--- src/rtl/pdsv_pkg.sv ---
`timescale 1ns / 1ps
`default_nettype none
package pdsv_pkg;

  // Plant and number format constants
  localparam int COUNTS_PER_REV = 4000;
  localparam int COEF_FRAC_BITS = 16;
  localparam int ANGLE_FRAC     = 24;
  localparam int DRIVE_FRAC     = 16;
  localparam int DRV_ALIGN      = ANGLE_FRAC - DRIVE_FRAC;
  localparam int SUM_SHIFT      = DRV_ALIGN + COEF_FRAC_BITS;

  // Field widths
  localparam int DEG_W   = 9;
  localparam int CNT_W   = 12;
  localparam int COEF_W  = 32;
  localparam int LIM_W   = 23;
  localparam int DB_W    = 7;
  localparam int DRV_W   = 24;
  localparam int ERR_W   = 30;
  localparam int ANG_W   = 28;
  localparam int PCT_W   = 7;
  localparam int MUL_W   = 32;
  localparam int PROD_W  = 2 * MUL_W;
  localparam int ACC_W   = PROD_W + 2;
  localparam int DIVD_W  = 40;
  localparam int DVSR_W  = LIM_W;
  localparam int DIV_BITS_PER_STEP = 2;
  localparam int DIV_STEPS = DIVD_W / DIV_BITS_PER_STEP;
  localparam int DIV_CNT_W = $clog2(DIV_STEPS);

  // Arithmetic constants
  localparam logic signed [MUL_W-1:0] K_TWO_PI_Q24 = 32'sd105414357;
  localparam logic signed [MUL_W-1:0] K_DEG_PER_REV = 32'sd360;
  localparam logic signed [MUL_W-1:0] K_PCT_FULL = 32'sd100;
  localparam logic [DVSR_W-1:0] DVSR_DEG = DVSR_W'(360);
  localparam logic [DVSR_W-1:0] DVSR_CPR = DVSR_W'(COUNTS_PER_REV);
  localparam logic [PCT_W-1:0]  PCT_MAX  = PCT_W'(100);
  localparam logic signed [ACC_W-1:0] ROUND_BIAS = ACC_W'(1) << (SUM_SHIFT - 1);

  // Configuration register indexes
  localparam int CFG_IDX_W = 3;
  localparam logic [CFG_IDX_W-1:0] CFG_COEF_PREV_DRIVE  = 3'd0;
  localparam logic [CFG_IDX_W-1:0] CFG_COEF_ERROR_NOW   = 3'd1;
  localparam logic [CFG_IDX_W-1:0] CFG_COEF_ERROR_PREV  = 3'd2;
  localparam logic [CFG_IDX_W-1:0] CFG_SUPPLY_LIMIT     = 3'd3;
  localparam logic [CFG_IDX_W-1:0] CFG_DEADBAND_PERCENT = 3'd4;

  localparam logic [COEF_W-1:0] RST_COEF_PREV_DRIVE = 32'd55993;
  localparam logic [COEF_W-1:0] RST_COEF_ERROR_NOW  = 32'd2171208;
  localparam logic [COEF_W-1:0] RST_COEF_ERROR_PREV = 32'hFFDF_7333; // -2133197
  localparam logic [LIM_W-1:0]  RST_SUPPLY_LIMIT    = 23'd1572864;
  localparam logic [DB_W-1:0]   RST_DEADBAND        = 7'd5;

  // Micro-operations
  localparam int OP_W = 5;
  localparam logic [OP_W-1:0] OP_NOP       = 5'd0;
  localparam logic [OP_W-1:0] OP_MUL_REF   = 5'd1;
  localparam logic [OP_W-1:0] OP_DIV_REF   = 5'd2;
  localparam logic [OP_W-1:0] OP_WAIT_REF  = 5'd3;
  localparam logic [OP_W-1:0] OP_MUL_MEAS  = 5'd4;
  localparam logic [OP_W-1:0] OP_DIV_CPR   = 5'd5;
  localparam logic [OP_W-1:0] OP_WAIT_MEAS = 5'd6;
  localparam logic [OP_W-1:0] OP_MUL_DEG   = 5'd7;
  localparam logic [OP_W-1:0] OP_WAIT_MDEG = 5'd8;
  localparam logic [OP_W-1:0] OP_MUL_KD    = 5'd9;
  localparam logic [OP_W-1:0] OP_MUL_KE    = 5'd10;
  localparam logic [OP_W-1:0] OP_MUL_KL    = 5'd11;
  localparam logic [OP_W-1:0] OP_ACC       = 5'd12;
  localparam logic [OP_W-1:0] OP_SAT       = 5'd13;
  localparam logic [OP_W-1:0] OP_ZERO_MAG  = 5'd14;
  localparam logic [OP_W-1:0] OP_MUL_MAG   = 5'd15;
  localparam logic [OP_W-1:0] OP_DIV_MAG   = 5'd16;
  localparam logic [OP_W-1:0] OP_WAIT_MAG  = 5'd17;
  localparam logic [OP_W-1:0] OP_DONE      = 5'd18;

  localparam int PC_W = 5;
  localparam logic [PC_W-1:0] STEP_DONE = 5'd18;

  typedef struct packed {
    logic [OP_W-1:0] op;
    logic            wait_div;
    logic            wait_out;
    logic            jmp_lim_zero;
    logic [PC_W-1:0] target;
  } ucode_t;

  typedef struct packed {
    logic            load;
    logic [OP_W-1:0] op;
  } ctrl_t;

  typedef struct packed {
    logic div_busy;
    logic lim_zero;
  } stat_t;

  typedef struct packed {
    logic [COEF_W-1:0] coef_prev_drive;
    logic [COEF_W-1:0] coef_error_now;
    logic [COEF_W-1:0] coef_error_prev;
    logic [LIM_W-1:0]  supply_limit;
    logic [DB_W-1:0]   deadband_percent;
  } cfg_t;

  typedef struct packed {
    logic [DRV_W-1:0] drive_volts;
    logic [PCT_W-1:0] high_duty;
    logic [PCT_W-1:0] low_duty;
    logic             high_enable;
    logic             low_enable;
    logic [DEG_W-1:0] measured_deg;
  } res_t;

  // Control store: one word per step
  function automatic ucode_t ucode_rom(input logic [PC_W-1:0] pc);
    ucode_t w;
    w = '{OP_NOP, 1'b0, 1'b0, 1'b0, '0};
    case (pc)
      5'd0:  w = '{OP_MUL_REF,   1'b0, 1'b0, 1'b0, '0};
      5'd1:  w = '{OP_DIV_REF,   1'b0, 1'b0, 1'b0, '0};
      5'd2:  w = '{OP_WAIT_REF,  1'b1, 1'b0, 1'b0, '0};
      5'd3:  w = '{OP_MUL_MEAS,  1'b0, 1'b0, 1'b0, '0};
      5'd4:  w = '{OP_DIV_CPR,   1'b0, 1'b0, 1'b0, '0};
      5'd5:  w = '{OP_WAIT_MEAS, 1'b1, 1'b0, 1'b0, '0};
      5'd6:  w = '{OP_MUL_DEG,   1'b0, 1'b0, 1'b0, '0};
      5'd7:  w = '{OP_DIV_CPR,   1'b0, 1'b0, 1'b0, '0};
      5'd8:  w = '{OP_WAIT_MDEG, 1'b1, 1'b0, 1'b0, '0};
      5'd9:  w = '{OP_MUL_KD,    1'b0, 1'b0, 1'b0, '0};
      5'd10: w = '{OP_MUL_KE,    1'b0, 1'b0, 1'b0, '0};
      5'd11: w = '{OP_MUL_KL,    1'b0, 1'b0, 1'b0, '0};
      5'd12: w = '{OP_ACC,       1'b0, 1'b0, 1'b0, '0};
      5'd13: w = '{OP_SAT,       1'b0, 1'b0, 1'b0, '0};
      5'd14: w = '{OP_ZERO_MAG,  1'b0, 1'b0, 1'b1, STEP_DONE};
      5'd15: w = '{OP_MUL_MAG,   1'b0, 1'b0, 1'b0, '0};
      5'd16: w = '{OP_DIV_MAG,   1'b0, 1'b0, 1'b0, '0};
      5'd17: w = '{OP_WAIT_MAG,  1'b1, 1'b0, 1'b0, '0};
      5'd18: w = '{OP_DONE,      1'b0, 1'b1, 1'b0, '0};
      default: w = '{OP_DONE,    1'b0, 1'b1, 1'b0, '0};
    endcase
    return w;
  endfunction

endpackage
`default_nettype wire

--- src/rtl/pdsv_if.sv ---
`timescale 1ns / 1ps
`default_nettype none
interface pdsv_in_if;
  logic                         valid;
  logic                         ready;
  logic [pdsv_pkg::DEG_W-1:0]   ref_deg;
  logic [pdsv_pkg::CNT_W-1:0]   encoder_count;

  modport source (output valid, output ref_deg, output encoder_count, input ready);
  modport sink   (input valid, input ref_deg, input encoder_count, output ready);
endinterface

interface pdsv_out_if;
  logic                              valid;
  logic                              ready;
  logic signed [pdsv_pkg::DRV_W-1:0] drive_volts;
  logic [pdsv_pkg::PCT_W-1:0]        high_duty;
  logic [pdsv_pkg::PCT_W-1:0]        low_duty;
  logic                              high_enable;
  logic                              low_enable;
  logic [pdsv_pkg::DEG_W-1:0]        measured_deg;

  modport source (output valid, output drive_volts, output high_duty, output low_duty,
                  output high_enable, output low_enable, output measured_deg, input ready);
  modport sink   (input valid, input drive_volts, input high_duty, input low_duty,
                  input high_enable, input low_enable, input measured_deg, output ready);
endinterface
`default_nettype wire

--- src/rtl/pdsv_div.sv ---
`timescale 1ns / 1ps
`default_nettype none
module pdsv_div (
  input  wire logic                          clk,
  input  wire logic                          rst_n,
  input  wire logic                          start,
  input  wire logic [pdsv_pkg::DIVD_W-1:0]   dividend,
  input  wire logic [pdsv_pkg::DVSR_W-1:0]   divisor,
  output logic                               busy,
  output logic [pdsv_pkg::DIVD_W-1:0]        quotient
);

  logic                              busy_r, busy_nxt;
  logic [pdsv_pkg::DIV_CNT_W-1:0]    cnt_r, cnt_nxt;
  logic [pdsv_pkg::DIVD_W-1:0]       quo_r, quo_nxt;
  logic [pdsv_pkg::DVSR_W-1:0]       rem_r, rem_nxt;
  logic [pdsv_pkg::DVSR_W-1:0]       dsr_r, dsr_nxt;
  logic [pdsv_pkg::DIVD_W-1:0]       quo_step;
  logic [pdsv_pkg::DVSR_W-1:0]       rem_step;
  logic [pdsv_pkg::DVSR_W:0]         trial;

  // Restoring division, DIV_BITS_PER_STEP quotient bits per cycle
  always_comb begin
    quo_step = quo_r;
    rem_step = rem_r;
    trial    = '0;
    for (int i = 0; i < pdsv_pkg::DIV_BITS_PER_STEP; i++) begin
      trial    = {rem_step, quo_step[pdsv_pkg::DIVD_W-1]};
      quo_step = {quo_step[pdsv_pkg::DIVD_W-2:0], 1'b0};
      if (trial >= {1'b0, dsr_r}) begin
        trial       = trial - {1'b0, dsr_r};
        quo_step[0] = 1'b1;
      end
      rem_step = trial[pdsv_pkg::DVSR_W-1:0];
    end
  end

  always_comb begin
    busy_nxt = busy_r;
    cnt_nxt  = cnt_r;
    quo_nxt  = quo_r;
    rem_nxt  = rem_r;
    dsr_nxt  = dsr_r;
    if (start) begin
      busy_nxt = 1'b1;
      cnt_nxt  = '0;
      quo_nxt  = dividend;
      rem_nxt  = '0;
      dsr_nxt  = divisor;
    end else if (busy_r) begin
      quo_nxt = quo_step;
      rem_nxt = rem_step;
      cnt_nxt = pdsv_pkg::DIV_CNT_W'(cnt_r + 1'b1);
      if (cnt_r == pdsv_pkg::DIV_CNT_W'(pdsv_pkg::DIV_STEPS - 1)) begin
        busy_nxt = 1'b0;
      end
    end
  end

  always_ff @(posedge clk) begin
    if (!rst_n) begin
      busy_r <= 1'b0;
      cnt_r  <= '0;
    end else begin
      busy_r <= busy_nxt;
      cnt_r  <= cnt_nxt;
    end
  end

  always_ff @(posedge clk) begin
    quo_r <= quo_nxt;
    rem_r <= rem_nxt;
    dsr_r <= dsr_nxt;
  end

  assign busy     = busy_r;
  assign quotient = quo_r;

endmodule
`default_nettype wire

--- src/rtl/pdsv_dp.sv ---
`timescale 1ns / 1ps
`default_nettype none
module pdsv_dp (
  input  wire logic                         clk,
  input  wire logic                         rst_n,
  input  wire pdsv_pkg::ctrl_t              ctrl,
  input  wire pdsv_pkg::cfg_t               cfg,
  input  wire logic [pdsv_pkg::DEG_W-1:0]   ref_deg,
  input  wire logic [pdsv_pkg::CNT_W-1:0]   encoder_count,
  output pdsv_pkg::stat_t                   stat,
  output pdsv_pkg::res_t                    res
);

  localparam int AW = pdsv_pkg::ACC_W;
  localparam int MW = pdsv_pkg::MUL_W;

  logic [pdsv_pkg::DEG_W-1:0]        deg_r;
  logic [pdsv_pkg::CNT_W-1:0]        cnt_r;
  logic signed [pdsv_pkg::PROD_W-1:0] prod_r;
  logic signed [AW-1:0]              acc_r, acc_nxt;
  logic [pdsv_pkg::ANG_W-1:0]        ref_r;
  logic signed [pdsv_pkg::ERR_W-1:0] e_r;
  logic signed [pdsv_pkg::ERR_W-1:0] last_err_r;
  logic signed [pdsv_pkg::DRV_W-1:0] last_drv_r;
  logic signed [pdsv_pkg::DRV_W-1:0] u_r;
  logic [pdsv_pkg::PCT_W-1:0]        mag_r;
  logic [pdsv_pkg::DEG_W-1:0]        mdeg_r;

  logic signed [MW-1:0]              mul_a, mul_b;
  logic                              mul_en;
  logic signed [AW-1:0]              prod_ext;
  logic signed [AW-1:0]              u_full, lim_ext, u_sat;
  logic [pdsv_pkg::DRV_W-1:0]        u_abs;

  logic                              div_start;
  logic [pdsv_pkg::DIVD_W-1:0]       div_dividend;
  logic [pdsv_pkg::DVSR_W-1:0]       div_divisor;
  logic                              div_busy;
  logic [pdsv_pkg::DIVD_W-1:0]       div_quo;
  logic                              fwd, rev;

  pdsv_div u_div (
    .clk      (clk),
    .rst_n    (rst_n),
    .start    (div_start),
    .dividend (div_dividend),
    .divisor  (div_divisor),
    .busy     (div_busy),
    .quotient (div_quo)
  );

  assign u_abs = u_r[pdsv_pkg::DRV_W-1] ? pdsv_pkg::DRV_W'(-u_r) : pdsv_pkg::DRV_W'(u_r);

  // Multiplier operand select
  always_comb begin
    mul_en = 1'b1;
    mul_a  = '0;
    mul_b  = '0;
    case (ctrl.op)
      pdsv_pkg::OP_MUL_REF: begin
        mul_a = pdsv_pkg::K_TWO_PI_Q24;
        mul_b = {{(MW - pdsv_pkg::DEG_W){1'b0}}, deg_r};
      end
      pdsv_pkg::OP_MUL_MEAS: begin
        mul_a = pdsv_pkg::K_TWO_PI_Q24;
        mul_b = {{(MW - pdsv_pkg::CNT_W){1'b0}}, cnt_r};
      end
      pdsv_pkg::OP_MUL_DEG: begin
        mul_a = pdsv_pkg::K_DEG_PER_REV;
        mul_b = {{(MW - pdsv_pkg::CNT_W){1'b0}}, cnt_r};
      end
      pdsv_pkg::OP_MUL_KD: begin
        mul_a = $signed(cfg.coef_prev_drive);
        mul_b = {{(MW - pdsv_pkg::DRV_W){last_drv_r[pdsv_pkg::DRV_W-1]}}, last_drv_r};
      end
      pdsv_pkg::OP_MUL_KE: begin
        mul_a = $signed(cfg.coef_error_now);
        mul_b = {{(MW - pdsv_pkg::ERR_W){e_r[pdsv_pkg::ERR_W-1]}}, e_r};
      end
      pdsv_pkg::OP_MUL_KL: begin
        mul_a = $signed(cfg.coef_error_prev);
        mul_b = {{(MW - pdsv_pkg::ERR_W){last_err_r[pdsv_pkg::ERR_W-1]}}, last_err_r};
      end
      pdsv_pkg::OP_MUL_MAG: begin
        mul_a = pdsv_pkg::K_PCT_FULL;
        mul_b = {{(MW - pdsv_pkg::DRV_W){1'b0}}, u_abs};
      end
      default: mul_en = 1'b0;
    endcase
  end

  // Accumulator and saturation
  assign prod_ext = {{(AW - pdsv_pkg::PROD_W){prod_r[pdsv_pkg::PROD_W-1]}}, prod_r};
  assign u_full   = acc_r >>> pdsv_pkg::SUM_SHIFT;
  assign lim_ext  = $signed({{(AW - pdsv_pkg::LIM_W){1'b0}}, cfg.supply_limit});

  always_comb begin
    if (u_full > lim_ext) begin
      u_sat = lim_ext;
    end else if (u_full < -lim_ext) begin
      u_sat = -lim_ext;
    end else begin
      u_sat = u_full;
    end
  end

  always_comb begin
    acc_nxt = acc_r;
    case (ctrl.op)
      // last_drive product is Q.32; align it to the Q.40 error terms
      pdsv_pkg::OP_MUL_KE: acc_nxt = (prod_ext <<< pdsv_pkg::DRV_ALIGN) + pdsv_pkg::ROUND_BIAS;
      pdsv_pkg::OP_MUL_KL: acc_nxt = acc_r + prod_ext;
      pdsv_pkg::OP_ACC:    acc_nxt = acc_r + prod_ext;
      default:             acc_nxt = acc_r;
    endcase
  end

  // Divider launch
  always_comb begin
    div_start    = 1'b0;
    div_dividend = prod_r[pdsv_pkg::DIVD_W-1:0];
    div_divisor  = pdsv_pkg::DVSR_CPR;
    case (ctrl.op)
      pdsv_pkg::OP_DIV_REF: begin
        div_start   = 1'b1;
        div_divisor = pdsv_pkg::DVSR_DEG;
      end
      pdsv_pkg::OP_DIV_CPR: begin
        div_start   = 1'b1;
        div_divisor = pdsv_pkg::DVSR_CPR;
      end
      pdsv_pkg::OP_DIV_MAG: begin
        div_start   = 1'b1;
        div_divisor = cfg.supply_limit;
      end
      default: div_start = 1'b0;
    endcase
  end

  always_ff @(posedge clk) begin
    if (ctrl.load) begin
      deg_r <= ref_deg;
      cnt_r <= encoder_count;
    end
    if (mul_en) begin
      prod_r <= mul_a * mul_b;
    end
    acc_r <= acc_nxt;
    case (ctrl.op)
      pdsv_pkg::OP_WAIT_REF:  ref_r  <= div_quo[pdsv_pkg::ANG_W-1:0];
      pdsv_pkg::OP_WAIT_MEAS: e_r    <= $signed({2'b00, ref_r} - {2'b00, div_quo[pdsv_pkg::ANG_W-1:0]});
      pdsv_pkg::OP_WAIT_MDEG: mdeg_r <= div_quo[pdsv_pkg::DEG_W-1:0];
      pdsv_pkg::OP_SAT:       u_r    <= u_sat[pdsv_pkg::DRV_W-1:0];
      pdsv_pkg::OP_ZERO_MAG:  mag_r  <= '0;
      pdsv_pkg::OP_WAIT_MAG: begin
        if (div_quo > pdsv_pkg::DIVD_W'(pdsv_pkg::PCT_MAX)) begin
          mag_r <= pdsv_pkg::PCT_MAX;
        end else begin
          mag_r <= div_quo[pdsv_pkg::PCT_W-1:0];
        end
      end
      default: ;
    endcase
  end

  // Controller history
  always_ff @(posedge clk) begin
    if (!rst_n) begin
      last_err_r <= '0;
      last_drv_r <= '0;
    end else if (ctrl.op == pdsv_pkg::OP_SAT) begin
      last_err_r <= e_r;
      last_drv_r <= u_sat[pdsv_pkg::DRV_W-1:0];
    end
  end

  // Deadband and direction
  assign fwd = !u_r[pdsv_pkg::DRV_W-1] && (mag_r > cfg.deadband_percent);
  assign rev =  u_r[pdsv_pkg::DRV_W-1] && (mag_r > cfg.deadband_percent);

  assign res.drive_volts  = u_r;
  assign res.high_duty    = fwd ? mag_r : '0;
  assign res.low_duty     = rev ? mag_r : '0;
  assign res.high_enable  = fwd;
  assign res.low_enable   = rev;
  assign res.measured_deg = mdeg_r;

  assign stat.div_busy = div_busy;
  assign stat.lim_zero = (cfg.supply_limit == '0);

endmodule
`default_nettype wire

--- src/rtl/pdsv_seq.sv ---
`timescale 1ns / 1ps
`default_nettype none
module pdsv_seq (
  input  wire logic            clk,
  input  wire logic            rst_n,
  input  wire logic            in_fire,
  input  wire logic            out_free,
  input  wire pdsv_pkg::stat_t stat,
  output pdsv_pkg::ctrl_t      ctrl,
  output logic                 busy
);

  logic                      busy_r, busy_nxt;
  logic [pdsv_pkg::PC_W-1:0] pc_r, pc_nxt;
  pdsv_pkg::ucode_t          word;
  logic                      hold;
  logic                      fire;

  assign word = pdsv_pkg::ucode_rom(pc_r);
  // Stall on the divider or on a full output register
  assign hold = (word.wait_div && stat.div_busy) || (word.wait_out && !out_free);
  assign fire = busy_r && !hold;

  assign ctrl.load = in_fire;
  assign ctrl.op   = fire ? word.op : pdsv_pkg::OP_NOP;

  always_comb begin
    busy_nxt = busy_r;
    pc_nxt   = pc_r;
    if (in_fire) begin
      busy_nxt = 1'b1;
      pc_nxt   = '0;
    end else if (fire) begin
      if (word.op == pdsv_pkg::OP_DONE) begin
        busy_nxt = 1'b0;
      end else if (word.jmp_lim_zero && stat.lim_zero) begin
        pc_nxt = word.target;
      end else begin
        pc_nxt = pdsv_pkg::PC_W'(pc_r + 1'b1);
      end
    end
  end

  always_ff @(posedge clk) begin
    if (!rst_n) begin
      busy_r <= 1'b0;
      pc_r   <= '0;
    end else begin
      busy_r <= busy_nxt;
      pc_r   <= pc_nxt;
    end
  end

  assign busy = busy_r;

endmodule
`default_nettype wire

--- src/rtl/pd_servo_hbridge_drive_unit.sv ---
`timescale 1ns / 1ps
`default_nettype none
// PD position servo with H-bridge output. Each transaction on in_ch is one control
// tick: the reference angle and encoder count become radians in Q.24, the Tustin PD
// recursion forms the drive in Q.16 volts, saturated to the supply limit, and the
// drive maps to a duty percent with a deadband choosing forward, reverse or off.
// A microcoded sequencer steps one 32x32 multiplier and one restoring divider
// (two quotient bits per cycle); the four divisions dominate the time from an item's
// acceptance to its result, and the last is skipped when the supply limit is zero.
// One item is in work at a time; the output register lets the next item be accepted
// while a result waits.
// Configuration writes are expected only while the block is idle.
module pd_servo_hbridge_drive_unit (
  input  wire logic                              clk,
  input  wire logic                              rst_n,
  pdsv_in_if.sink                                in_ch,
  pdsv_out_if.source                             out_ch,
  input  wire logic                              cfg_we,
  input  wire logic [pdsv_pkg::CFG_IDX_W-1:0]    cfg_index,
  input  wire logic [pdsv_pkg::COEF_W-1:0]       cfg_wdata
);

  pdsv_pkg::cfg_t  cfg_r, cfg_nxt;
  pdsv_pkg::ctrl_t ctrl;
  pdsv_pkg::stat_t stat;
  pdsv_pkg::res_t  res;
  pdsv_pkg::res_t  res_r;
  logic            out_valid_r, out_valid_nxt;
  logic            seq_busy;
  logic            in_fire;
  logic            out_free;

  assign in_fire  = in_ch.valid && !seq_busy;
  assign out_free = !out_valid_r || out_ch.ready;
  assign in_ch.ready = !seq_busy;

  always_comb begin
    cfg_nxt = cfg_r;
    if (cfg_we) begin
      case (cfg_index)
        pdsv_pkg::CFG_COEF_PREV_DRIVE:  cfg_nxt.coef_prev_drive  = cfg_wdata;
        pdsv_pkg::CFG_COEF_ERROR_NOW:   cfg_nxt.coef_error_now   = cfg_wdata;
        pdsv_pkg::CFG_COEF_ERROR_PREV:  cfg_nxt.coef_error_prev  = cfg_wdata;
        pdsv_pkg::CFG_SUPPLY_LIMIT:
          cfg_nxt.supply_limit = cfg_wdata[pdsv_pkg::LIM_W-1:0];
        pdsv_pkg::CFG_DEADBAND_PERCENT:
          cfg_nxt.deadband_percent = cfg_wdata[pdsv_pkg::DB_W-1:0];
        default: cfg_nxt = cfg_r;
      endcase
    end
  end

  always_ff @(posedge clk) begin
    if (!rst_n) begin
      cfg_r.coef_prev_drive  <= pdsv_pkg::RST_COEF_PREV_DRIVE;
      cfg_r.coef_error_now   <= pdsv_pkg::RST_COEF_ERROR_NOW;
      cfg_r.coef_error_prev  <= pdsv_pkg::RST_COEF_ERROR_PREV;
      cfg_r.supply_limit     <= pdsv_pkg::RST_SUPPLY_LIMIT;
      cfg_r.deadband_percent <= pdsv_pkg::RST_DEADBAND;
    end else begin
      cfg_r <= cfg_nxt;
    end
  end

  pdsv_seq u_seq (
    .clk      (clk),
    .rst_n    (rst_n),
    .in_fire  (in_fire),
    .out_free (out_free),
    .stat     (stat),
    .ctrl     (ctrl),
    .busy     (seq_busy)
  );

  pdsv_dp u_dp (
    .clk           (clk),
    .rst_n         (rst_n),
    .ctrl          (ctrl),
    .cfg           (cfg_r),
    .ref_deg       (in_ch.ref_deg),
    .encoder_count (in_ch.encoder_count),
    .stat          (stat),
    .res           (res)
  );

  // Output register
  always_comb begin
    out_valid_nxt = out_valid_r;
    if (ctrl.op == pdsv_pkg::OP_DONE) begin
      out_valid_nxt = 1'b1;
    end else if (out_ch.ready) begin
      out_valid_nxt = 1'b0;
    end
  end

  always_ff @(posedge clk) begin
    if (!rst_n) begin
      out_valid_r <= 1'b0;
    end else begin
      out_valid_r <= out_valid_nxt;
    end
  end

  always_ff @(posedge clk) begin
    if (ctrl.op == pdsv_pkg::OP_DONE) begin
      res_r <= res;
    end
  end

  assign out_ch.valid        = out_valid_r;
  assign out_ch.drive_volts  = $signed(res_r.drive_volts);
  assign out_ch.high_duty    = res_r.high_duty;
  assign out_ch.low_duty     = res_r.low_duty;
  assign out_ch.high_enable  = res_r.high_enable;
  assign out_ch.low_enable   = res_r.low_enable;
  assign out_ch.measured_deg = res_r.measured_deg;

endmodule
`default_nettype wire

--- src/flat_wrapper.sv ---
// flat-port wrapper written by rule: the top's interface ports become plain ports
module pd_servo_hbridge_drive_unit_flat 
  (clk, rst_n, cfg_we, cfg_index, cfg_wdata, in_ch_valid, in_ch_ref_deg, in_ch_encoder_count, in_ch_ready, out_ch_valid, out_ch_drive_volts, out_ch_high_duty, out_ch_low_duty, out_ch_high_enable, out_ch_low_enable, out_ch_measured_deg, out_ch_ready);
  pdsv_in_if in_ch_i ();
  pdsv_out_if out_ch_i ();
  input  wire logic clk;
  input  wire logic rst_n;
  input  wire logic cfg_we;
  input  wire logic [pdsv_pkg::CFG_IDX_W-1:0] cfg_index;
  input  wire logic [pdsv_pkg::COEF_W-1:0] cfg_wdata;
  input wire logic [$bits(in_ch_i.valid)-1:0] in_ch_valid;
  input wire logic [$bits(in_ch_i.ref_deg)-1:0] in_ch_ref_deg;
  input wire logic [$bits(in_ch_i.encoder_count)-1:0] in_ch_encoder_count;
  output wire logic [$bits(in_ch_i.ready)-1:0] in_ch_ready;
  output wire logic [$bits(out_ch_i.valid)-1:0] out_ch_valid;
  output wire logic [$bits(out_ch_i.drive_volts)-1:0] out_ch_drive_volts;
  output wire logic [$bits(out_ch_i.high_duty)-1:0] out_ch_high_duty;
  output wire logic [$bits(out_ch_i.low_duty)-1:0] out_ch_low_duty;
  output wire logic [$bits(out_ch_i.high_enable)-1:0] out_ch_high_enable;
  output wire logic [$bits(out_ch_i.low_enable)-1:0] out_ch_low_enable;
  output wire logic [$bits(out_ch_i.measured_deg)-1:0] out_ch_measured_deg;
  input wire logic [$bits(out_ch_i.ready)-1:0] out_ch_ready;
  assign in_ch_i.valid = in_ch_valid;
  assign in_ch_i.ref_deg = in_ch_ref_deg;
  assign in_ch_i.encoder_count = in_ch_encoder_count;
  assign in_ch_ready = in_ch_i.ready;
  assign out_ch_valid = out_ch_i.valid;
  assign out_ch_drive_volts = out_ch_i.drive_volts;
  assign out_ch_high_duty = out_ch_i.high_duty;
  assign out_ch_low_duty = out_ch_i.low_duty;
  assign out_ch_high_enable = out_ch_i.high_enable;
  assign out_ch_low_enable = out_ch_i.low_enable;
  assign out_ch_measured_deg = out_ch_i.measured_deg;
  assign out_ch_i.ready = out_ch_ready;
  pd_servo_hbridge_drive_unit u_core (.clk(clk), .rst_n(rst_n), .in_ch(in_ch_i), .out_ch(out_ch_i), .cfg_we(cfg_we), .cfg_index(cfg_index), .cfg_wdata(cfg_wdata));
endmodule
--- config.mk ---
export PLATFORM = sky130hd
export DESIGN_NAME = pd_servo_hbridge_drive_unit_flat
export DESIGN_NICKNAME = d
export VERILOG_FILES = /design/src/rtl/pdsv_pkg.sv /design/src/rtl/pdsv_if.sv /design/src/rtl/pdsv_div.sv /design/src/rtl/pdsv_dp.sv /design/src/rtl/pdsv_seq.sv /design/src/rtl/pd_servo_hbridge_drive_unit.sv /design/src/flat_wrapper.sv
export SDC_FILE = /design/constraint.sdc
export NUM_CORES = 2
export LEC_CHECK = 0
export ABC_AREA = 1
export BUFFER_PORTS_ARGS = -buffer_cell sky130_fd_sc_hd__buf_4
export CAP_MARGIN = 10
export CORE_AREA = 2 2 383 385
export CTS_CLUSTER_SIZE = 24
export DETAILED_ROUTE_END_ITERATION = 6
export DIE_AREA = 0 0 385 387
export PLACE_DENSITY_LB_ADDON = 0.12
export SLEW_MARGIN = 25
export SYNTH_ARGS = -nofsm -noshare
export SYNTH_HDL_FRONTEND = slang
export SYNTH_SLANG_ARGS = --single-unit
--- constraint.sdc ---
create_clock -name clk -period 11.03 [get_ports clk]
set_input_delay 1.103 -clock clk [delete_from_list [all_inputs] [get_ports clk]]
set_output_delay 1.103 -clock clk [all_outputs]
set_load 0.02 [all_outputs]
# --- After elaboration in Yosys (flattened, before gate mapping) ---
# Memories as Yosys holds them, arrays and structs flattened. A register that Yosys moved wholly into a read port is not among the register bits.
# Cells that the tools add are included.
totals:
  ram_bits: 0
  mem_count: 1
  wordCells: 138
  latch_bits: 0
  reg_bits: 577
  mem_bits_ro: 320
  input_bits: 61
mem_list:
  columns: ["name", "depth", "word_bits", "read_ports", "rd_clocked_by_memory_dff", "wr", "line_no", "rtl"]
  rows:
  - ["(name not given)", 32, 10, 1, 1, 0, "pdsv_pkg.sv:119", "case (pc)"]
classes:
  mul: 1
  div: 0
  muxes: 29
  n_reduce_logical: 36
  magnitude_cmp: 6
  add_sub_neg: 9
  shift: 0
  bitwise_logic: 2
  eq_ne: 24
ops:
  columns: ["operator", "n"]
  rows:
  - ["$pmux W32 S6", 2]
  - ["$pmux W66 S2", 1]
  - ["$mux W40", 2]
  - ["$mux W24", 3]
  - ["$add A66 B25 Y66 const B", 1]
  - ["$add A66 B64 Y66", 1]
  - ["$lt A42 B66 Y1", 1]
  - ["$neg A23 Y66", 1]
  - ["$mul A32 B32 Y64", 1]
  - ["$ge A24 B23 Y1", 2]
  - ["$mux W23", 2]
  - ["$pmux W23 S2", 1]
  - ["$sub A23 B23 Y23", 2]
  - ["$gt A42 B24 Y1", 1]
  - ["$eq A5 B4 Y1 const B", 8]
  - ["$gt A40 B7 Y1 const B", 1]
  - ["$sub A28 B28 Y29", 1]
  - ["$eq A5 B5 Y1 const B", 5]
  - ["$neg A24 Y24", 1]
  - ["$logic_not A23 Y1", 1]
  - ["$eq A5 B3 Y1 const B", 4]
  - ["$mux W5", 4]
  - ["$pmux W7 S2", 1]
  - ["$reduce_and A2 Y1", 7]
  - ["18 further kinds", 53]

# --- Longest topological paths before layout ---
depth:
  word_depth: 12
  mapped_depth: 46

# --- Hierarchy ---
# A second synthesis with hierarchy kept.
unflattened:
  cells_unflattened: 9336
  area_unflattened_um2: 74328.8
modules_own_cells:
  columns: ["mod", "area_each_um2", "cells_each", "seq_area_each_um2", "instances"]
  rows:
  - ["pdsv_dp", 59746.1, 7381, 8508.2, 1]
  - ["pdsv_div", 7263.2, 1083, 2472.4, 1]
  - ["pd_servo_hbridge_drive_unit", 6409.9, 747, 4013.8, 1]
  - ["pdsv_seq", 909.6, 125, 280.3, 1]

# --- Worst setup path before layout ---
# No wires, ideal clock.
synth_timing:
  path_type: "input to register"
  from: "in out_ch_ready"
  to: "reg u_core.u_dp.prod_r[57] (netlist name), data pin"
  t_arrival_ps: 9035
  stages: 36
  setup_slack_ps: 1729
  setup_time_ps: 266
  n_path_buf: 2
  path_cell_list: "inv_1 > nand3_1 > nand3_4 > inv_4 > nand2_2 > nor2_8 > nand2_4 > inv_2 > buf_2 > a221oi_1 > nand2_2 > inv_2 > buf_4 > nor2_1 > fa_1 > inv_1 > fa_1 > fa_1 > inv_1 > fa_1 > inv_1 > fa_1 > inv_1 > fa_1 > inv_1 > fa_1 > inv_1 > fa_1 > ha_1 > a21oi_1 > inv_1 > a21oi_1 > nor3_1 > a211oi_1 > o221ai_1 > xor2_1"
synth_via:
  elab_chain_cells: 11
synth_lines:
  columns: ["item", "line_no", "rtl"]
  rows:
  - ["start, declared", "flat_wrapper.sv:22", "input wire logic [$bits(out_ch_i.ready)-1:0] out_ch_ready;"]
  - ["$logic_or A1 B1 Y1 *", "pd_servo_hbridge_drive_unit.sv:34", "assign out_free = !out_valid_r || out_ch.ready;"]
  - ["$logic_not A1 Y1 *", "pdsv_seq.sv:21", "assign hold = (word.wait_div && stat.div_busy) || (word.wait_out && !out_free);"]
  - ["$logic_and A1 B1 Y1 *", "pdsv_seq.sv:21", null]
  - ["$logic_or A1 B1 Y1 *", "pdsv_seq.sv:21", null]
  - ["$logic_not A1 Y1 *", "pdsv_seq.sv:22", "assign fire = busy_r && !hold;"]
  - ["$logic_and A1 B1 Y1 *", "pdsv_seq.sv:22", null]
  - ["$mux W5 *", "pdsv_seq.sv:25", "assign ctrl.op = fire ? word.op : pdsv_pkg::OP_NOP;"]
  - ["$eq A5 B3 Y1 / $eq A5 B1 Y1 (equally long branches)", "pdsv_dp.sv:59", "case (ctrl.op)"]
  - ["$reduce_or A2 Y1 (no line)", null, null]
  - ["$pmux W32 S6", "pdsv_dp.sv:59", null]
  - ["$mul A32 B32 Y64 *", "pdsv_dp.sv:146", "prod_r <= mul_a * mul_b;"]
  - ["end signal, assigned", "pdsv_dp.sv:146", null]
  - ["end, declared", "pdsv_dp.sv:19", "logic signed [pdsv_pkg::PROD_W-1:0] prod_r;"]
# Mark *: on every way between the ends. The rest lies on a longest branch, timed or not.
# A chain may end at the register's enable or synchronous reset.

# --- Final worst setup path ---
layout_timing:
  from: "reg u_core.u_dp.u_div.busy_r (netlist: u_core.u_dp.u_div.busy)"
  to: "reg u_core.u_dp.prod_r[61] (netlist name), data pin"
layout_via:
  elab_chain_cells: 9
layout_lines:
  columns: ["item", "line_no", "rtl"]
  rows:
  - ["start, declared", "pdsv_div.sv:13", "logic busy_r, busy_nxt;"]
  - ["start signal, assigned", "pdsv_div.sv:65", "busy_r <= busy_nxt;"]
  - ["$logic_and A1 B1 Y1 *", "pdsv_seq.sv:21", null]
  - ["$logic_or A1 B1 Y1 *", "pdsv_seq.sv:21", null]
  - ["$logic_not A1 Y1 *", "pdsv_seq.sv:22", null]
  - ["$logic_and A1 B1 Y1 *", "pdsv_seq.sv:22", null]
  - ["$mux W5 *", "pdsv_seq.sv:25", null]
  - ["$eq A5 B3 Y1 / $eq A5 B1 Y1 (equally long branches)", "pdsv_dp.sv:59", null]
  - ["$reduce_or A2 Y1 (no line)", null, null]
  - ["$pmux W32 S6", "pdsv_dp.sv:59", null]
  - ["$mul A32 B32 Y64 *", "pdsv_dp.sv:146", null]
# Marks and branches as above.

==> key figures <==
Outcome
  – Status: finished, violations left
  – Violated checks: design-rule violations

Run
  – Count of max-cap constraint violations: 0

Critical path
  – Maximum fanout encountered on the critical timing path: 44
  – Category of the most critical setup path: reg -> reg
  – Launching element type of the critical path: flop
  – Crit end category: flop
  – Slowest cell on the critical path: sky130_fd_sc_hd__a221oi_1
  – Longest individual stage delay on the worst path: between 800 and 900 ps
  – Worst EP arrival: roughly 11000 ps
  – Critical Path RT: between 10000 and 15000 ps
  – Dominant cell type by count on the critical path: sky130_fd_sc_hd__fa_1

Drt
  – Detailed-route via count: slightly above 60000
  – Routed length per instance: 24.02 um
  – Final wirelength: 261400 um
  – Number of DRC markers after the initial detailed-route iteration: 5705
  – Average vias per placed instance: ~5.6
  – Number of remaining DRC errors: 1
  – Pre-antenna DRT Iters: 7
  – Post-route ant nets: 0

Clock tree
  – CTS sink cnt: slightly below 600
  – Clock transition at path regs: around 60 ps
  – Hold-fix buffers, CTS: 0
  – Number of instances resized during post-cts repair: 0
  – Number of buffers inserted during clock tree synthesis: 71
  – Number of levels the H-tree was split into: 3
  – Clock latency on the worst-skew pair: 680 ps
  – Maximum clock path buffer count: 3
  – # Post-CTS Setup Buffers: 0
  – CTS tree: yes
  – Master cell of the clock root buffer: sky130_fd_sc_hd__clkbuf_16

Floorplan
  – Starting Density: 0.4970
  – Total die area: between 100000 and 150000 um2
  – Core box area: roughly 140000 um2
  – Top-level port count: 112
  – Die span in x: a little under 400 um
  – Die height: between 300 and 400 um
  – # rows: between 100 and 150

Timing
  – Final number of max-transition violations: 0
  – Headroom to the max-slew limit: 0.1945
  – Fmax achieved: 97.37 MHz
  – Clock period minus worst slack: 10270 ps
  – Setup TNS: 0 ps
  – Number of failing setup endpoints in the final timing report: 0
  – Final hold vios: 0
  – Worst clock skew on the final layout: between 40 and 50 ps
  – Final cycle utilization of the critical path: 0.9311
  – Unrepaired setup endpoints after global routing: false
  – Actual transition at the worst max-transition pin: approximately 1200 ps

Global route
  – Initial antenna violation count: 6
  – Global-route wire length before repair: approximately 390000 um
  – Combined global-route utilization of all metal layers: 0.3545
  – Grt total ovfl: 0
  – Maximum number of pins on one net before global-route repair: a little under 90
  – Routing usage on met1: 0.4604
  – Met2 routing resource usage after global routing: 0.5605
  – Met3 track utilization from global routing: 0.07735
  – Via count of the first global-routing pass: 61140
  – Grt peak-use layer: met2

Logic synthesis
  – Fraction of synthesis flops using an asynchronous set or reset pin: 0
  – Synth top area share: 0.2989
  – Count of flip-flops with a built-in enable after synthesis: 360
  – Top flip-flop cell by instance count after synthesis: sky130_fd_sc_hd__edfxtp_1
  – Count of cell types in the netlist: 65
  – Post-Syn Nets: roughly 10000
  – Average footprint of a synthesized cell: between 8 and 9 um2
  – Netlist Area Pre-Place: between 70000 and 80000 um2
  – Gate count of the mapped netlist: between 8000 and 9000
  – Largest area contributor in the netlist: sky130_fd_sc_hd__fa_1
  – Register area share after synthesis: 0.2121
  – Count of warnings emitted by yosys: 0
  – Synth top area cells: sky130_fd_sc_hd__fa_1, sky130_fd_sc_hd__edfxtp_1, sky130_fd_sc_hd__inv_1, sky130_fd_sc_hd__nand2_1, sky130_fd_sc_hd__ha_1
  – Post-synthesis register bit count: between 500 and 600

Place
  – Post-detail-place hpwl: approximately 210000 um
  – IO buf count: 111
  – Final weighted congestion in routability-driven placement: approximately 0.97
  – Cell Area, Placed: approximately 75000 um2

Final layout
  – Diodes inserted: 0
  – Number of nets in the layout: approximately 10000
  – Fraction of layout instances using a drive strength above 1: 0.06302
  – Finished Cell Area: about 78000 um2
  – Area Overhead vs Synth: 8.214%
  – Core utilization of the finished layout: 0.5379

Power
  – IR Drop Worst-Case VDD: around 90 uV
  – Cell Pwr Density: approximately 90 nW/um2
  – Total Power: 7.017 mW
  – Leakage power: approximately 38 nW

Hold path
  – Worst hold path class: reg -> reg
routing by layer:
metal,part of all wire,vias to the layer above
li1,-,27430
met1,0.39,29880
met3,0.092,552
met4,0.058,8
met2,0.46,2635
met5,0.00023,-
through the flow:
stage,hold WS [ps],instances,worst slack (ps)
floorplan,400.3,8818,1729
global placement,402.7,10750,338.9
detailed placement,404.5,10750,345.2
CTS,419.2,10880,871.4
global route,438.0,10880,406.8
finish,417.0,10880,760.3
cell usage in the layout, fill, tap and decap left out, drive strengths merged, types with 37 or more instances in the layout:
cell type,count
nor2,1024
nand2,1666
xor2,129
ha,422
clkbuf,88
nand4,72
dfxtp,223
xnor2,82
a21oi,435
nand3,315
nor3,86
o21ai,434
a21o,42
edfxtp,360
buf,296
fa,1075
inv,1875
nor4,37
flip-flops by register name (all words and copies together), names as in the netlist, 12 cells and up:
| signal | flops |
|---|---|
| u_core.u_dp.u_div.dsr_r | 23 |
| u_core.u_dp.e_r | 29 |
| u_core.u_dp.cnt_r | 12 |
| u_core.u_dp.u_r | 24 |
| u_core.u_dp.ref_r | 28 |
| u_core.u_dp.acc_r | 66 |
| u_core.u_dp.last_drv_r | 24 |
| u_core.out_ch.drive_volts | 24 |
| u_core.u_dp.u_div.quotient | 40 |
| u_core.cfg_r | 126 |
| u_core.u_dp.last_err_r | 29 |
| u_core.u_dp.prod_r | 64 |
| u_core.u_dp.u_div.rem_r | 23 |
synthesized netlist by cell type, types with 4 or more instances:
cell / number
sky130_fd_sc_hd__clkbuf_1: 111
sky130_fd_sc_hd__fa_1: 1075
sky130_fd_sc_hd__nor4_1: 37
sky130_fd_sc_hd__clkinv_1: 6
sky130_fd_sc_hd__o31ai_1: 4
sky130_fd_sc_hd__nand3_1: 312
sky130_fd_sc_hd__inv_2: 44
sky130_fd_sc_hd__nor2_1: 1010
sky130_fd_sc_hd__a31oi_1: 25
sky130_fd_sc_hd__and3_1: 7
sky130_fd_sc_hd__edfxtp_1: 360
sky130_fd_sc_hd__buf_1: 4
sky130_fd_sc_hd__nand2_4: 5
sky130_fd_sc_hd__o21bai_1: 23
sky130_fd_sc_hd__xor2_1: 129
sky130_fd_sc_hd__a221oi_1: 27
sky130_fd_sc_hd__inv_1: 1822
sky130_fd_sc_hd__nand4_1: 72
sky130_fd_sc_hd__nand2_1: 1648
sky130_fd_sc_hd__o211ai_1: 36
sky130_fd_sc_hd__a21oi_2: 11
sky130_fd_sc_hd__nor2_2: 10
sky130_fd_sc_hd__o21ai_0: 421
sky130_fd_sc_hd__or2_2: 28
sky130_fd_sc_hd__xnor2_1: 82
sky130_fd_sc_hd__o21ai_1: 12
sky130_fd_sc_hd__buf_6: 8
sky130_fd_sc_hd__nor3_2: 8
sky130_fd_sc_hd__buf_4: 18
sky130_fd_sc_hd__o21a_1: 14
sky130_fd_sc_hd__buf_2: 136
sky130_fd_sc_hd__nand3b_1: 35
sky130_fd_sc_hd__ha_1: 422
sky130_fd_sc_hd__a21o_1: 42
sky130_fd_sc_hd__a21oi_1: 424
sky130_fd_sc_hd__a211oi_1: 5
sky130_fd_sc_hd__dfxtp_1: 223
sky130_fd_sc_hd__nand2_2: 13
sky130_fd_sc_hd__o22ai_1: 20
sky130_fd_sc_hd__a21boi_0: 12
sky130_fd_sc_hd__nor3_1: 76
worst max-delay path, delay by kind of cell, from the launching register on:
| kind | cells | cell delay (ps) |
|---|---|---|
| AOI/OAI and AO/OA | 3 | 1230 |
| xor gates and xnor gates | 1 | 100 |
| adders and majority gates | 9 | 4580 |
| buffers and inverters | 9 | 1290 |
| DFF | 1 | 690 |
| and+or+nand+nor | 12 | 2050 |
final cells by class:
type | instances | area, um2
inverters | 1874 | 7042
well taps | 1917 | 2399
flip-flops and latches | 583 | 15270
multi-input cells | 6084 | 48480
fillers | 13800 | 66950
repair buffers | 296 | 2316
clock buffers | 88 | 1881
clock inverters | 41 | 526.8
report_power, final:
part / leakage [nW] / internal [mW] / total (mW) / switching, mW
clock network: 1.16 / 1.40 / 2.45 / 1.05
logic: 31.7 / 0.689 / 2.06 / 1.37
registers: 5.08 / 2.41 / 2.51 / 0.100
worst paths after layout:
path                                startpoint                                      end  depth (start not counted)  slack, ps
max          u_core.u_dp.u_div.busy$_SDFF_PN0_         u_core.u_dp.prod_r[61]$_DFFE_PP_                         34        760
min            u_core.u_dp.mdeg_r[1]$_DFFE_PN_  u_core.out_ch.measured_deg[1]$_DFFE_PP_                          0        420
max reg2reg  u_core.u_dp.u_div.busy$_SDFF_PN0_         u_core.u_dp.prod_r[61]$_DFFE_PP_                         34        760
min reg2reg    u_core.u_dp.mdeg_r[1]$_DFFE_PN_  u_core.out_ch.measured_deg[1]$_DFFE_PP_                          0        420
cell families (layout without fill, tap and decap cells):
family | after synthesis | count (layout) | share of synthesized area
and+or+nand+nor | 3277 | 3277 | 0.1881
buffers and inverters | 2151 | 2299 | 0.1163
adders and majority gates | 1497 | 1497 | 0.3722
AOI/OAI and AO/OA | 1098 | 1098 | 0.08536
DFF | 583 | 583 | 0.2121
xor gates and xnor gates | 211 | 211 | 0.02567
muxes | 1 | 1 | 0.0001390
(Power assumes the default switching activity.)
